==> config.mk <==
export PLATFORM = sky130hd
export DESIGN_NAME = first_fit_allocator_with_compaction_top
export DESIGN_NICKNAME = d
export VERILOG_FILES = /design/src/rtl/core/ffa_pkg.sv /design/src/rtl/core/first_fit_allocator_with_compaction_top.sv /design/src/rtl/core/ffa_ctrl.sv /design/src/rtl/core/ffa_dpath.sv
export SDC_FILE = /design/constraint.sdc
export NUM_CORES = 2
export LEC_CHECK = 0
export ABC_AREA = 1
export BUFFER_PORTS_ARGS = -buffer_cell sky130_fd_sc_hd__buf_2
export CORE_UTILIZATION = 30
export CTS_BUF_LIST = sky130_fd_sc_hd__clkbuf_16
export CTS_CLUSTER_SIZE = 24
export DETAILED_ROUTE_END_ITERATION = 10
export SLEW_MARGIN = 30
export SYNTH_ARGS = -nofsm -noshare
export SYNTH_HDL_FRONTEND = slang
export SYNTH_HIERARCHICAL = 1
export SYNTH_SLANG_ARGS = --single-unit
==> constraint.sdc <==
create_clock -name clock -period 14.7 [get_ports clock]
set_input_delay 0.735 -clock clock [delete_from_list [all_inputs] [get_ports clock]]
set_output_delay 0.735 -clock clock [all_outputs]
set_load 0.05 [all_outputs]
==> src/rtl/core/ffa_pkg.sv <==
// Shared constants, codes, command and status types for the first-fit allocator.
package ffa_pkg;

   localparam int POOL_BYTES = 64;
   localparam int MAX_BLOCKS = 16;
   localparam int AW         = $clog2(POOL_BYTES);
   localparam int LW         = $clog2(POOL_BYTES + 1);
   localparam int IW         = $clog2(MAX_BLOCKS);

   localparam logic [1:0] KIND_ALLOC   = 2'd0;
   localparam logic [1:0] KIND_FREE    = 2'd1;
   localparam logic [1:0] KIND_COMPACT = 2'd2;

   localparam logic [2:0] ST_OK       = 3'd0;
   localparam logic [2:0] ST_NOSPACE  = 3'd1;
   localparam logic [2:0] ST_BADSIZE  = 3'd2;
   localparam logic [2:0] ST_FULL     = 3'd3;
   localparam logic [2:0] ST_NOTFOUND = 3'd4;
   localparam logic [2:0] ST_NOMOVE   = 3'd5;

   localparam logic [3:0] CMD_NOP       = 4'd0;
   localparam logic [3:0] CMD_START     = 4'd1;
   localparam logic [3:0] CMD_A_CHECK   = 4'd2;
   localparam logic [3:0] CMD_A_STEP    = 4'd3;
   localparam logic [3:0] CMD_A_COMMIT  = 4'd4;
   localparam logic [3:0] CMD_A_FAIL    = 4'd5;
   localparam logic [3:0] CMD_F_STEP    = 4'd6;
   localparam logic [3:0] CMD_F_HIT     = 4'd7;
   localparam logic [3:0] CMD_F_MISS    = 4'd8;
   localparam logic [3:0] CMD_C_STEP    = 4'd9;
   localparam logic [3:0] CMD_C_MOVE    = 4'd10;
   localparam logic [3:0] CMD_C_SKIP    = 4'd11;
   localparam logic [3:0] CMD_C_END     = 4'd12;
   localparam logic [3:0] CMD_EMIT_MID  = 4'd13;
   localparam logic [3:0] CMD_EMIT_LAST = 4'd14;

   typedef struct packed {
      logic [3:0] op;
   } cmd_type;

   typedef struct packed {
      logic out_free;
      logic bad_size;
      logic table_full;
      logic fit;
      logic scan_end;
      logic idx_end;
      logic f_hit;
      logic best_found;
      logic need_move;
      logic pend_valid;
   } stat_type;

   function automatic logic [POOL_BYTES-1:0] run_mask(input logic [AW-1:0] start,
                                                      input logic [LW-1:0] len);
      logic [POOL_BYTES:0] m;
      m = ({{POOL_BYTES{1'b0}}, 1'b1} << len) - {{POOL_BYTES{1'b0}}, 1'b1};
      m = m << start;
      return m[POOL_BYTES-1:0];
   endfunction

endpackage

==> src/rtl/core/first_fit_allocator_with_compaction_top.sv <==
// Top level of the first-fit byte pool allocator with compaction.
// Request channel (req_): kind 0 allocate req_size bytes, 1 free the block
// starting at req_address, 2 compact, 3 ignored with no result.
// Result channel (rsp_): status, block_address, new_address and last; one
// item per allocate or free, one per moved block on compact (or a single
// "nothing moved" item), last set on the final item of a request.
// One request is worked on at a time; req_ready is high only when idle.
// Allocate: the first-fit scan examines one pool byte per cycle. Free: the
// block table is searched one entry per cycle. Compact: for each block
// walked, a 16-entry scan picks the next block in address order, then a
// decision step follows; each moved block after the first also passes
// through an emit state that waits for room in the output register.
// Results pass through a one-item output register; when the receiver
// stalls, the sequencer waits before loading the next item.
// Reset (synchronous, active high) clears the occupancy map, the table's
// valid marks and all handshake state; it is ready the cycle after.
module first_fit_allocator_with_compaction_top (
   input  logic       clock,
   input  logic       reset,
   input  logic       req_valid,
   output logic       req_ready,
   input  logic [1:0] req_kind,
   input  logic [6:0] req_size,
   input  logic [5:0] req_address,
   output logic       rsp_valid,
   input  logic       rsp_ready,
   output logic [2:0] rsp_status,
   output logic [5:0] rsp_block_address,
   output logic [5:0] rsp_new_address,
   output logic       rsp_last
);
   import ffa_pkg::*;

   cmd_type  cmd;
   stat_type stat;

   ffa_ctrl u_ctrl (
      .clock     (clock),
      .reset     (reset),
      .req_valid (req_valid),
      .req_ready (req_ready),
      .req_kind  (req_kind),
      .stat      (stat),
      .cmd       (cmd)
   );

   ffa_dpath u_dpath (
      .clock             (clock),
      .reset             (reset),
      .cmd               (cmd),
      .stat              (stat),
      .req_size          (req_size),
      .req_address       (req_address),
      .rsp_valid         (rsp_valid),
      .rsp_ready         (rsp_ready),
      .rsp_status        (rsp_status),
      .rsp_block_address (rsp_block_address),
      .rsp_new_address   (rsp_new_address),
      .rsp_last          (rsp_last)
   );

endmodule

==> src/rtl/core/ffa_ctrl.sv <==
// Sequencing state machine for allocate, free and compact requests.
module ffa_ctrl (
   input  logic              clock,
   input  logic              reset,
   input  logic              req_valid,
   output logic              req_ready,
   input  logic [1:0]        req_kind,
   input  ffa_pkg::stat_type stat,
   output ffa_pkg::cmd_type  cmd
);
   import ffa_pkg::*;

   localparam logic [2:0] S_IDLE  = 3'd0;
   localparam logic [2:0] S_ACHK  = 3'd1;
   localparam logic [2:0] S_ASCAN = 3'd2;
   localparam logic [2:0] S_FREE  = 3'd3;
   localparam logic [2:0] S_CSCAN = 3'd4;
   localparam logic [2:0] S_CDEC  = 3'd5;
   localparam logic [2:0] S_CEMIT = 3'd6;
   localparam logic [2:0] S_OUT   = 3'd7;

   logic [2:0] state_ff, state_in;

   always_ff @(posedge clock) begin
      if (reset) begin
         state_ff <= S_IDLE;
      end else begin
         state_ff <= state_in;
      end
   end

   always_comb begin
      state_in  = state_ff;
      cmd.op    = CMD_NOP;
      req_ready = 1'b0;
      case (state_ff)
         S_IDLE: begin
            req_ready = 1'b1;
            if (req_valid) begin
               cmd.op = CMD_START;
               case (req_kind)
                  KIND_ALLOC:   state_in = S_ACHK;
                  KIND_FREE:    state_in = S_FREE;
                  KIND_COMPACT: state_in = S_CSCAN;
                  default:      state_in = S_IDLE;
               endcase
            end
         end
         S_ACHK: begin
            if (stat.bad_size || stat.table_full) begin
               cmd.op   = CMD_A_CHECK;
               state_in = S_OUT;
            end else begin
               state_in = S_ASCAN;
            end
         end
         S_ASCAN: begin
            if (stat.fit) begin
               cmd.op   = CMD_A_COMMIT;
               state_in = S_OUT;
            end else if (stat.scan_end) begin
               cmd.op   = CMD_A_FAIL;
               state_in = S_OUT;
            end else begin
               cmd.op = CMD_A_STEP;
            end
         end
         S_FREE: begin
            if (stat.f_hit) begin
               cmd.op   = CMD_F_HIT;
               state_in = S_OUT;
            end else if (stat.idx_end) begin
               cmd.op   = CMD_F_MISS;
               state_in = S_OUT;
            end else begin
               cmd.op = CMD_F_STEP;
            end
         end
         S_CSCAN: begin
            cmd.op = CMD_C_STEP;
            if (stat.idx_end) begin
               state_in = S_CDEC;
            end
         end
         S_CDEC: begin
            if (!stat.best_found) begin
               cmd.op   = CMD_C_END;
               state_in = S_OUT;
            end else if (stat.need_move) begin
               if (stat.pend_valid) begin
                  state_in = S_CEMIT;
               end else begin
                  cmd.op   = CMD_C_MOVE;
                  state_in = S_CSCAN;
               end
            end else begin
               cmd.op   = CMD_C_SKIP;
               state_in = S_CSCAN;
            end
         end
         S_CEMIT: begin
            if (stat.out_free) begin
               cmd.op   = CMD_EMIT_MID;
               state_in = S_CDEC;
            end
         end
         S_OUT: begin
            if (stat.out_free) begin
               cmd.op   = CMD_EMIT_LAST;
               state_in = S_IDLE;
            end
         end
         default: state_in = S_IDLE;
      endcase
   end

endmodule

==> src/rtl/core/ffa_dpath.sv <==
// Occupancy map, block table, scan counters and result register.
module ffa_dpath (
   input  logic                   clock,
   input  logic                   reset,
   input  ffa_pkg::cmd_type       cmd,
   output ffa_pkg::stat_type      stat,
   input  logic [6:0]             req_size,
   input  logic [5:0]             req_address,
   output logic                   rsp_valid,
   input  logic                   rsp_ready,
   output logic [2:0]             rsp_status,
   output logic [5:0]             rsp_block_address,
   output logic [5:0]             rsp_new_address,
   output logic                   rsp_last
);
   import ffa_pkg::*;

   logic [POOL_BYTES-1:0] occ_ff, occ_in;
   logic [AW-1:0]         tstart_ff [MAX_BLOCKS];
   logic [LW-1:0]         tlen_ff   [MAX_BLOCKS];
   logic [MAX_BLOCKS-1:0] tvalid_ff, tvalid_in;

   logic [6:0]    size_ff;
   logic [5:0]    addr_ff;
   logic [AW-1:0] scan_ff, scan_in;
   logic [LW-1:0] run_ff, run_in;
   logic [IW-1:0] idx_ff, idx_in;
   logic [LW-1:0] cursor_ff, cursor_in;
   logic [IW-1:0] best_ff, best_in;
   logic [AW-1:0] bstart_ff, bstart_in;
   logic [LW-1:0] blen_ff, blen_in;
   logic          bfound_ff, bfound_in;
   logic          pvalid_ff, pvalid_in;
   logic [2:0]    pstat_ff, pstat_in;
   logic [5:0]    pa_ff, pa_in;
   logic [5:0]    pna_ff, pna_in;
   logic          ovalid_ff, ovalid_in;
   logic [2:0]    ostat_ff;
   logic [5:0]    oa_ff, ona_ff;
   logic          olast_ff;

   logic [IW-1:0] free_slot;
   logic          out_free;
   logic [LW-1:0] run_next;
   logic [LW-1:0] fit_start;
   logic [AW-1:0] cur_start;
   logic [LW-1:0] cur_len;
   logic          cur_valid;
   logic          cand;
   logic          emit;

   assign cur_start = tstart_ff[idx_ff];
   assign cur_len   = tlen_ff[idx_ff];
   assign cur_valid = tvalid_ff[idx_ff];
   assign out_free  = !ovalid_ff || rsp_ready;
   assign run_next  = occ_ff[scan_ff] ? '0 : run_ff + LW'(1);
   assign fit_start = LW'(scan_ff) + LW'(1) - LW'(size_ff);
   assign cand      = cur_valid && ({1'b0, cur_start} >= cursor_ff) &&
                      (!bfound_ff || (cur_start < bstart_ff));
   assign emit      = (cmd.op == CMD_EMIT_MID) || (cmd.op == CMD_EMIT_LAST);

   always_comb begin
      free_slot = '0;
      for (int i = MAX_BLOCKS - 1; i >= 0; i--) begin
         if (!tvalid_ff[i]) free_slot = IW'(i);
      end
   end

   always_comb begin
      stat.out_free   = out_free;
      stat.bad_size   = (size_ff == 7'd0) || (LW'(size_ff) > LW'(POOL_BYTES));
      stat.table_full = &tvalid_ff;
      stat.fit        = !occ_ff[scan_ff] && (run_next == LW'(size_ff));
      stat.scan_end   = (scan_ff == AW'(POOL_BYTES - 1));
      stat.idx_end    = (idx_ff == IW'(MAX_BLOCKS - 1));
      stat.f_hit      = cur_valid && (cur_start == addr_ff);
      stat.best_found = bfound_ff;
      stat.need_move  = ({1'b0, bstart_ff} != cursor_ff);
      stat.pend_valid = pvalid_ff;
   end

   always_comb begin
      occ_in    = occ_ff;
      tvalid_in = tvalid_ff;
      scan_in   = scan_ff;
      run_in    = run_ff;
      idx_in    = idx_ff;
      cursor_in = cursor_ff;
      best_in   = best_ff;
      bstart_in = bstart_ff;
      blen_in   = blen_ff;
      bfound_in = bfound_ff;
      pvalid_in = pvalid_ff;
      pstat_in  = pstat_ff;
      pa_in     = pa_ff;
      pna_in    = pna_ff;
      ovalid_in = ovalid_ff;
      if (rsp_ready) ovalid_in = 1'b0;
      if (emit) ovalid_in = 1'b1;
      case (cmd.op)
         CMD_START: begin
            scan_in   = '0;
            run_in    = '0;
            idx_in    = '0;
            cursor_in = '0;
            bfound_in = 1'b0;
            pvalid_in = 1'b0;
         end
         CMD_A_CHECK: begin
            pstat_in = stat.bad_size ? ST_BADSIZE : ST_FULL;
            pa_in    = '0;
            pna_in   = '0;
         end
         CMD_A_STEP: begin
            scan_in = scan_ff + AW'(1);
            run_in  = run_next;
         end
         CMD_A_COMMIT: begin
            tvalid_in[free_slot] = 1'b1;
            occ_in   = occ_ff | run_mask(AW'(fit_start), LW'(size_ff));
            pstat_in = ST_OK;
            pa_in    = 6'(fit_start);
            pna_in   = '0;
         end
         CMD_A_FAIL: begin
            pstat_in = ST_NOSPACE;
            pa_in    = '0;
            pna_in   = '0;
         end
         CMD_F_STEP: begin
            idx_in = idx_ff + IW'(1);
         end
         CMD_F_HIT: begin
            tvalid_in[idx_ff] = 1'b0;
            occ_in   = occ_ff & ~run_mask(cur_start, cur_len);
            pstat_in = ST_OK;
            pa_in    = addr_ff;
            pna_in   = '0;
         end
         CMD_F_MISS: begin
            pstat_in = ST_NOTFOUND;
            pa_in    = addr_ff;
            pna_in   = '0;
         end
         CMD_C_STEP: begin
            idx_in = idx_ff + IW'(1);
            if (cand) begin
               best_in   = idx_ff;
               bstart_in = cur_start;
               blen_in   = cur_len;
               bfound_in = 1'b1;
            end
         end
         CMD_C_MOVE: begin
            occ_in    = (occ_ff & ~run_mask(bstart_ff, blen_ff)) |
                        run_mask(AW'(cursor_ff), blen_ff);
            pvalid_in = 1'b1;
            pstat_in  = ST_OK;
            pa_in     = 6'(bstart_ff);
            pna_in    = 6'(cursor_ff);
            cursor_in = cursor_ff + blen_ff;
            idx_in    = '0;
            bfound_in = 1'b0;
         end
         CMD_C_SKIP: begin
            cursor_in = cursor_ff + blen_ff;
            idx_in    = '0;
            bfound_in = 1'b0;
         end
         CMD_C_END: begin
            if (!pvalid_ff) begin
               pstat_in = ST_NOMOVE;
               pa_in    = '0;
               pna_in   = '0;
            end
         end
         CMD_EMIT_MID: begin
            pvalid_in = 1'b0;
         end
         default: ;
      endcase
   end

   always_ff @(posedge clock) begin
      if (reset) begin
         occ_ff    <= '0;
         tvalid_ff <= '0;
         ovalid_ff <= 1'b0;
         pvalid_ff <= 1'b0;
         bfound_ff <= 1'b0;
      end else begin
         occ_ff    <= occ_in;
         tvalid_ff <= tvalid_in;
         ovalid_ff <= ovalid_in;
         pvalid_ff <= pvalid_in;
         bfound_ff <= bfound_in;
      end
   end

   always_ff @(posedge clock) begin
      if (cmd.op == CMD_START) begin
         size_ff <= req_size;
         addr_ff <= req_address;
      end
      if (cmd.op == CMD_A_COMMIT) begin
         tstart_ff[free_slot] <= AW'(fit_start);
         tlen_ff[free_slot]   <= LW'(size_ff);
      end
      if (cmd.op == CMD_C_MOVE) begin
         tstart_ff[best_ff] <= AW'(cursor_ff);
      end
      if (emit) begin
         ostat_ff <= pstat_ff;
         oa_ff    <= pa_ff;
         ona_ff   <= pna_ff;
         olast_ff <= (cmd.op == CMD_EMIT_LAST);
      end
      scan_ff   <= scan_in;
      run_ff    <= run_in;
      idx_ff    <= idx_in;
      cursor_ff <= cursor_in;
      best_ff   <= best_in;
      bstart_ff <= bstart_in;
      blen_ff   <= blen_in;
      pstat_ff  <= pstat_in;
      pa_ff     <= pa_in;
      pna_ff    <= pna_in;
   end

   assign rsp_valid         = ovalid_ff;
   assign rsp_status        = ostat_ff;
   assign rsp_block_address = oa_ff;
   assign rsp_new_address   = ona_ff;
   assign rsp_last          = olast_ff;

   a_emit_room: assert property (@(posedge clock) disable iff (reset)
      emit |-> out_free)
      else $error("result loaded over an untaken item");

   a_move_legal: assert property (@(posedge clock) disable iff (reset)
      (cmd.op == CMD_C_MOVE) |-> (bfound_ff && (cursor_ff < {1'b0, bstart_ff})))
      else $error("compaction move without a block above the cursor");

   a_commit_marks: assert property (@(posedge clock) disable iff (reset)
      (cmd.op == CMD_A_COMMIT) |=> occ_ff[$past(AW'(fit_start))])
      else $error("allocated start not marked used");

endmodule
---- Yosys cells after proc, flatten, opt, wreduce, memory -nomap -nowiden ----
Memory sizes are Yosys's and may differ from the RTL's. A register that Yosys moved wholly into a read port is not among the register bits.
Cells that the tools add are included.
operators by class
  bitwise logic cells ..................... 9
  add/sub/neg operators ................... 9
  reduce and logical (&&, ||, !) cells .... 44
  magnitude comparators ................... 8
  multiplexer cells ....................... 78
  shift-type cells ........................ 7
  equality and inequality tests ........... 36
operators with widths
  operator                                             count
  left shift 65 x 6 -> 64 bit                          4
  left shift 1 x 7 -> 65 bit (first input constant)    3
  subtractor 65 x 1 -> 65 bit (second input constant)  3
  case mux 64 bit (3 select lines)                     1
  bitwise AND 64 bit                                   2
  NOT 64 bit                                           2
  OR 64 bit                                            2
  two-way mux 4 bit                                    27
  two-way mux 3 bit                                    12
  == test 4 bit (second input constant)                8
  case mux 16 bit (2 select lines)                     1
  case mux 4 bit (8 select lines)                      1
  case mux 6 bit (5 select lines)                      1
  case mux 7 bit (2 select lines)                      2
  case mux 3 bit (8 select lines)                      1
  case mux 6 bit (3 select lines)                      1
  bitwise AND 16 bit                                   1
  == test 4 x 3 -> 1 bit (second input constant)       4
  NOT 16 bit                                           1
  OR 16 bit                                            1
  AND reduction 16 bit                                 1
  two-way mux 1 bit                                    15
  case mux 3 bit (5 select lines)                      1
  nonzero test 2 bit                                   7
  49 further kinds                                     89
storage, ports and cells
  word-level logic and storage cells ...... 215
  memories ................................ 2
  flip-flop bits (word level) ............. 171
  input port bits ......................... 19
  output and inout bits ................... 18
  RAM bits ................................ 208
memory list
  name               depth  width  rd ports  clocked after Yosys merged registers in  wr ports  line             source
  u_dpath.tlen_ff    16     7      1         1                                        1         ffa_dpath.sv:20  logic [LW-1:0] tlen_ff [MAX_BLOCKS];
  u_dpath.tstart_ff  16     6      1         1                                        1         ffa_dpath.sv:19  logic [AW-1:0] tstart_ff [MAX_BLOCKS];

---- Depth between registers and ports, before layout ----
  word-level depth ........................ 22
  mapped depth ............................ 34
  depth with buffers taken out ............ 30

---- Cells and area by module ----
The synthesis kept the hierarchy.
by module, submodules not included
  module     sequential area each (µm²)  cells each  instances  area an instance (µm²)
  ffa_dpath  10540.1                     7123        1          41516.1
  ffa_ctrl   60.1                        97          1          495.5

---- Worst setup path after synthesis ----
Ideal clock, no wire load.
  kind .................................... flip-flop to flip-flop
  from .................................... register (tool-made name)
  to ...................................... memory u_dpath/tlen_ff[10][0] in the netlist's numbering, enable pin
  slack ................................... 9377 ps
  period minus slack after synthesis ...... 5323 ps
  arrival ................................. 4943 ps
  buffers on the path ..................... 10
  required time ........................... 14320 ps
  library setup time ...................... 380 ps
  stages on the path, launching flop included .. 27
  cells stage by stage .................... dfxtp_1 -> buf_4 -> inv_4 -> buf_8 -> buf_6 -> clkbuf_1 -> buf_2 -> clkbuf_1 -> nor2_1 -> o221ai_1 -> o211ai_1 -> nand2_1 -> buf_2 -> buf_2 -> xor2_1 -> a21oi_1 -> and3_1 -> o21a_1 -> nor2_1 -> nand4_1 -> nor2_1 -> inv_1 -> nor2_1 -> clkinv_1 -> clkbuf_1 -> buf_1 -> nor3_1
RTL lines
  element           line
  end: declaration  ffa_dpath.sv:20

==> out/metrics.yaml <==
dr.pass1.iters: 7
cts_resized: 0
slew_headroom_pct: 23.4
place_area_mm2: 0.0433
cts_sinks: 383
dieArea_mm2: 0.142
start_util_pct: 30.4
hold_path_class: "in2reg"
clock_latency_ps: 620
yosysTopAreaCell: "nand3_1"
timing.fmax_mhz: 132
drv_slew: 0
grt_pass1_wl_um: 291000
yosys_warnings: 6
pin_count: 37
wirelength_um: 198000
ctsHoldBuffers: 0
grt_max_degree: 102
synth-seq-cells: 383
synth_flop_cell: "edfxtp_1"
antenna_found_initial: 12
port_buffers: 36
synthTopCellsByCount: "nand3_1 (1892), nand2_1 (1873), nor2_1 (746), inv_1 (485), o21ai_0 (447)"
synthDistinctLibCells: 61
root_buffer: "clkbuf_16"
ys_seq_area_share_pct: 25.2
die_w_um: 376
synth-edff-count: 293
synth_top_area_share_pct: 22.5
fin_setup_tns_ps: 0
synth_area_mm2: 0.0420
track_usage_pct: 26.7
run_status: "completed"
grt_overflow: 0
wl_per_cell_um: 22.4
fin_crit_ps: 7600
post_cts_buffers: 0
fin_area_mm2: 0.0450
nets: 6978
drive_gt1_share_pct: 5.19
viasPerCell: 5.85
critPathKind: "reg2reg"
finalSetupViolCount: 0
skew_ps: 55.9
cts.path.max_buffers: 3
start_kind: "flop"
cp-end-kind: "flop"
h-tree-depth: 2
synth_most_common_cell: "nand3_1"
grt_pass1_vias: 45500
core_region_area_mm2: 0.138
syn_avg_cell_area_um2: 5.82
cts_made_buffers: 44
die_y_um: 376
rsz0062_at_grt: "false"
syn-num-nets: 7276
syn-instance-count: 7220
dp_hpwl_um: 151000
final_hold_viol_count: 0
synth_async_sr_flop_share_pct: 0
cts_tree: "built"
cts.clk_slew.worst_paths_ps: 60
fin_crit_sh_pct: 51.7
required_ps: 15160
critPathArrivalTime_ps: 8050
vias: 51600
nFillCells: 15500
place.gp.congestion: 1.12
rows: 136
drc: 0
worst_slew_pin_slew_ps: 1140
drt_iter0_drc: 8505
netlist_top_cells_area: "nand3_1 (23%), edfxtp_1 (21%), nand2_1 (17%)"
worstPathMaxFanout: 52
maxCapViolations: 0
drtAntennaViolNets: 0
syn_to_final_growth_pct: 7.06
## kinds of logic (layout without fill, tap and decap cells)
group,count (synthesis),after routing,synth area share [%]
AOI/OAI and AO/OA,917,917,12.2
DFF,383,383,25.2
adders and majority gates,37,37,1.14
buffers and inverters,995,733,9.42
and+or+nand+nor,4834,4834,50.9
xor gates and xnor gates,45,45,0.938
other,0,6,0
muxes,9,9,0.214
## area by class of cell
class                           count  area, um2  share of cell area (%)
Tap cell                         1863       2330                    5.18
Timing Repair Buffer              118        796                    1.77
Clock inverter                     38        467                    1.04
Sequential cell                   383      10600                    23.6
Multi-Input combinational cell   5842      27700                    61.5
Clock buffer                       44       1100                    2.45
Antenna cell                        6       15.0                  0.0334
Inverter                          533       2010                    4.47
## critical path: stages (launching register included)
cell,delay [ps]
edfxtp_1,810
inv_1,570
o21ai_0,210
a21oi_1,60
o311ai_0,540
o2111ai_1,180
o211ai_1,130
nand2_1,170
inv_1,170
a21oi_1,50
o21ai_0,210
o21ai_0,250
a2111oi_4,730
nor2_1,100
a21oi_1,140
a31oi_1,170
nor2_1,260
inv_1,130
nor2_4,660
buf_4,660
nor2_2,50
buf_4,260
clkinv_1,140
buf_4,390
a21oi_1,80
a21oi_1,140
a21oi_1,80
## stage by stage
| stage | setup WS [ps] | std cells | util, % | hold WS (ps) |
|---|---|---|---|---|
| final | 7100 | 8827 | 32.6 | 304 |
| after global routing | 6850 | 8821 | 32.5 | 273 |
| after CTS | 7240 | 8821 | 32.5 | 272 |
| after detailed placement | 7300 | 8739 | 31.4 | 411 |
| after global placement | 7380 | 8739 | 31.3 | 415 |
| after floorplan | 9380 | 7220 | - | 400 |
## sequential cells by signal (all words and copies together) (netlist names), 6 cells and up, named ones only
name                       flops
u_dpath/tlen_ff              112
u_dpath/tstart_ff             96
u_dpath/occ_ff                64
u_dpath/tvalid_ff             16
u_dpath/blen_ff                7
u_dpath/cursor_ff              7
u_dpath/run_ff                 7
u_dpath/size_ff                7
u_dpath/addr_ff                6
u_dpath/bstart_ff              6
u_dpath/pa_ff                  6
u_dpath/pna_ff                 6
u_dpath/rsp_block_address      6
u_dpath/rsp_new_address        6
u_dpath/scan_ff                6
## cell usage in the layout (no fill, tap or decap), types with 13 or more instances in the layout
| cell | instances |
|---|---|
| nor2_1 | 740 |
| inv_2 | 45 |
| nor2_2 | 24 |
| o211ai_1 | 58 |
| a21oi_1 | 223 |
| a221oi_1 | 13 |
| nor3_1 | 65 |
| or2_2 | 17 |
| edfxtp_1 | 293 |
| ha_1 | 33 |
| nor3_2 | 13 |
| o21ai_1 | 43 |
| o221ai_1 | 22 |
| o21ai_0 | 447 |
| buf_4 | 82 |
| nand3_1 | 1892 |
| clkbuf_16 | 44 |
| dfxtp_1 | 89 |
| nand2_1 | 1868 |
| nor2_4 | 15 |
| a31oi_1 | 36 |
| clkinv_1 | 19 |
| xor2_1 | 26 |
| nand2_2 | 25 |
| buf_2 | 36 |
| xnor2_1 | 16 |
| inv_1 | 477 |
| nand4_1 | 129 |
## path summary, 6_finish.rpt
kind | start | end | slack (ps) | cells past startpoint
setup / recovery | u_dpath/scan_ff[1] | u_dpath/occ_ff[37] | 7100 | 26
hold / removal | req_size[4] | u_dpath/size_ff[4] | 300 | 1
setup reg to reg | u_dpath/scan_ff[1] | u_dpath/occ_ff[37] | 7100 | 26
hold reg to reg | u_dpath/pa_ff[4] | u_dpath/rsp_block_address[4] | 430 | 0
## metal layers
metal	GRT usage (%)	vias to the layer above	wire, um
li1	-	24000	-
met1	37.0	24000	83200
met2	40.4	3087	84500
met3	4.88	447	20900
met4	11.2	10	9090
met5	0	-	63
Power is not shown: default switching activity piles up to over one toggle a cycle in this logic, so the estimate is an artifact.
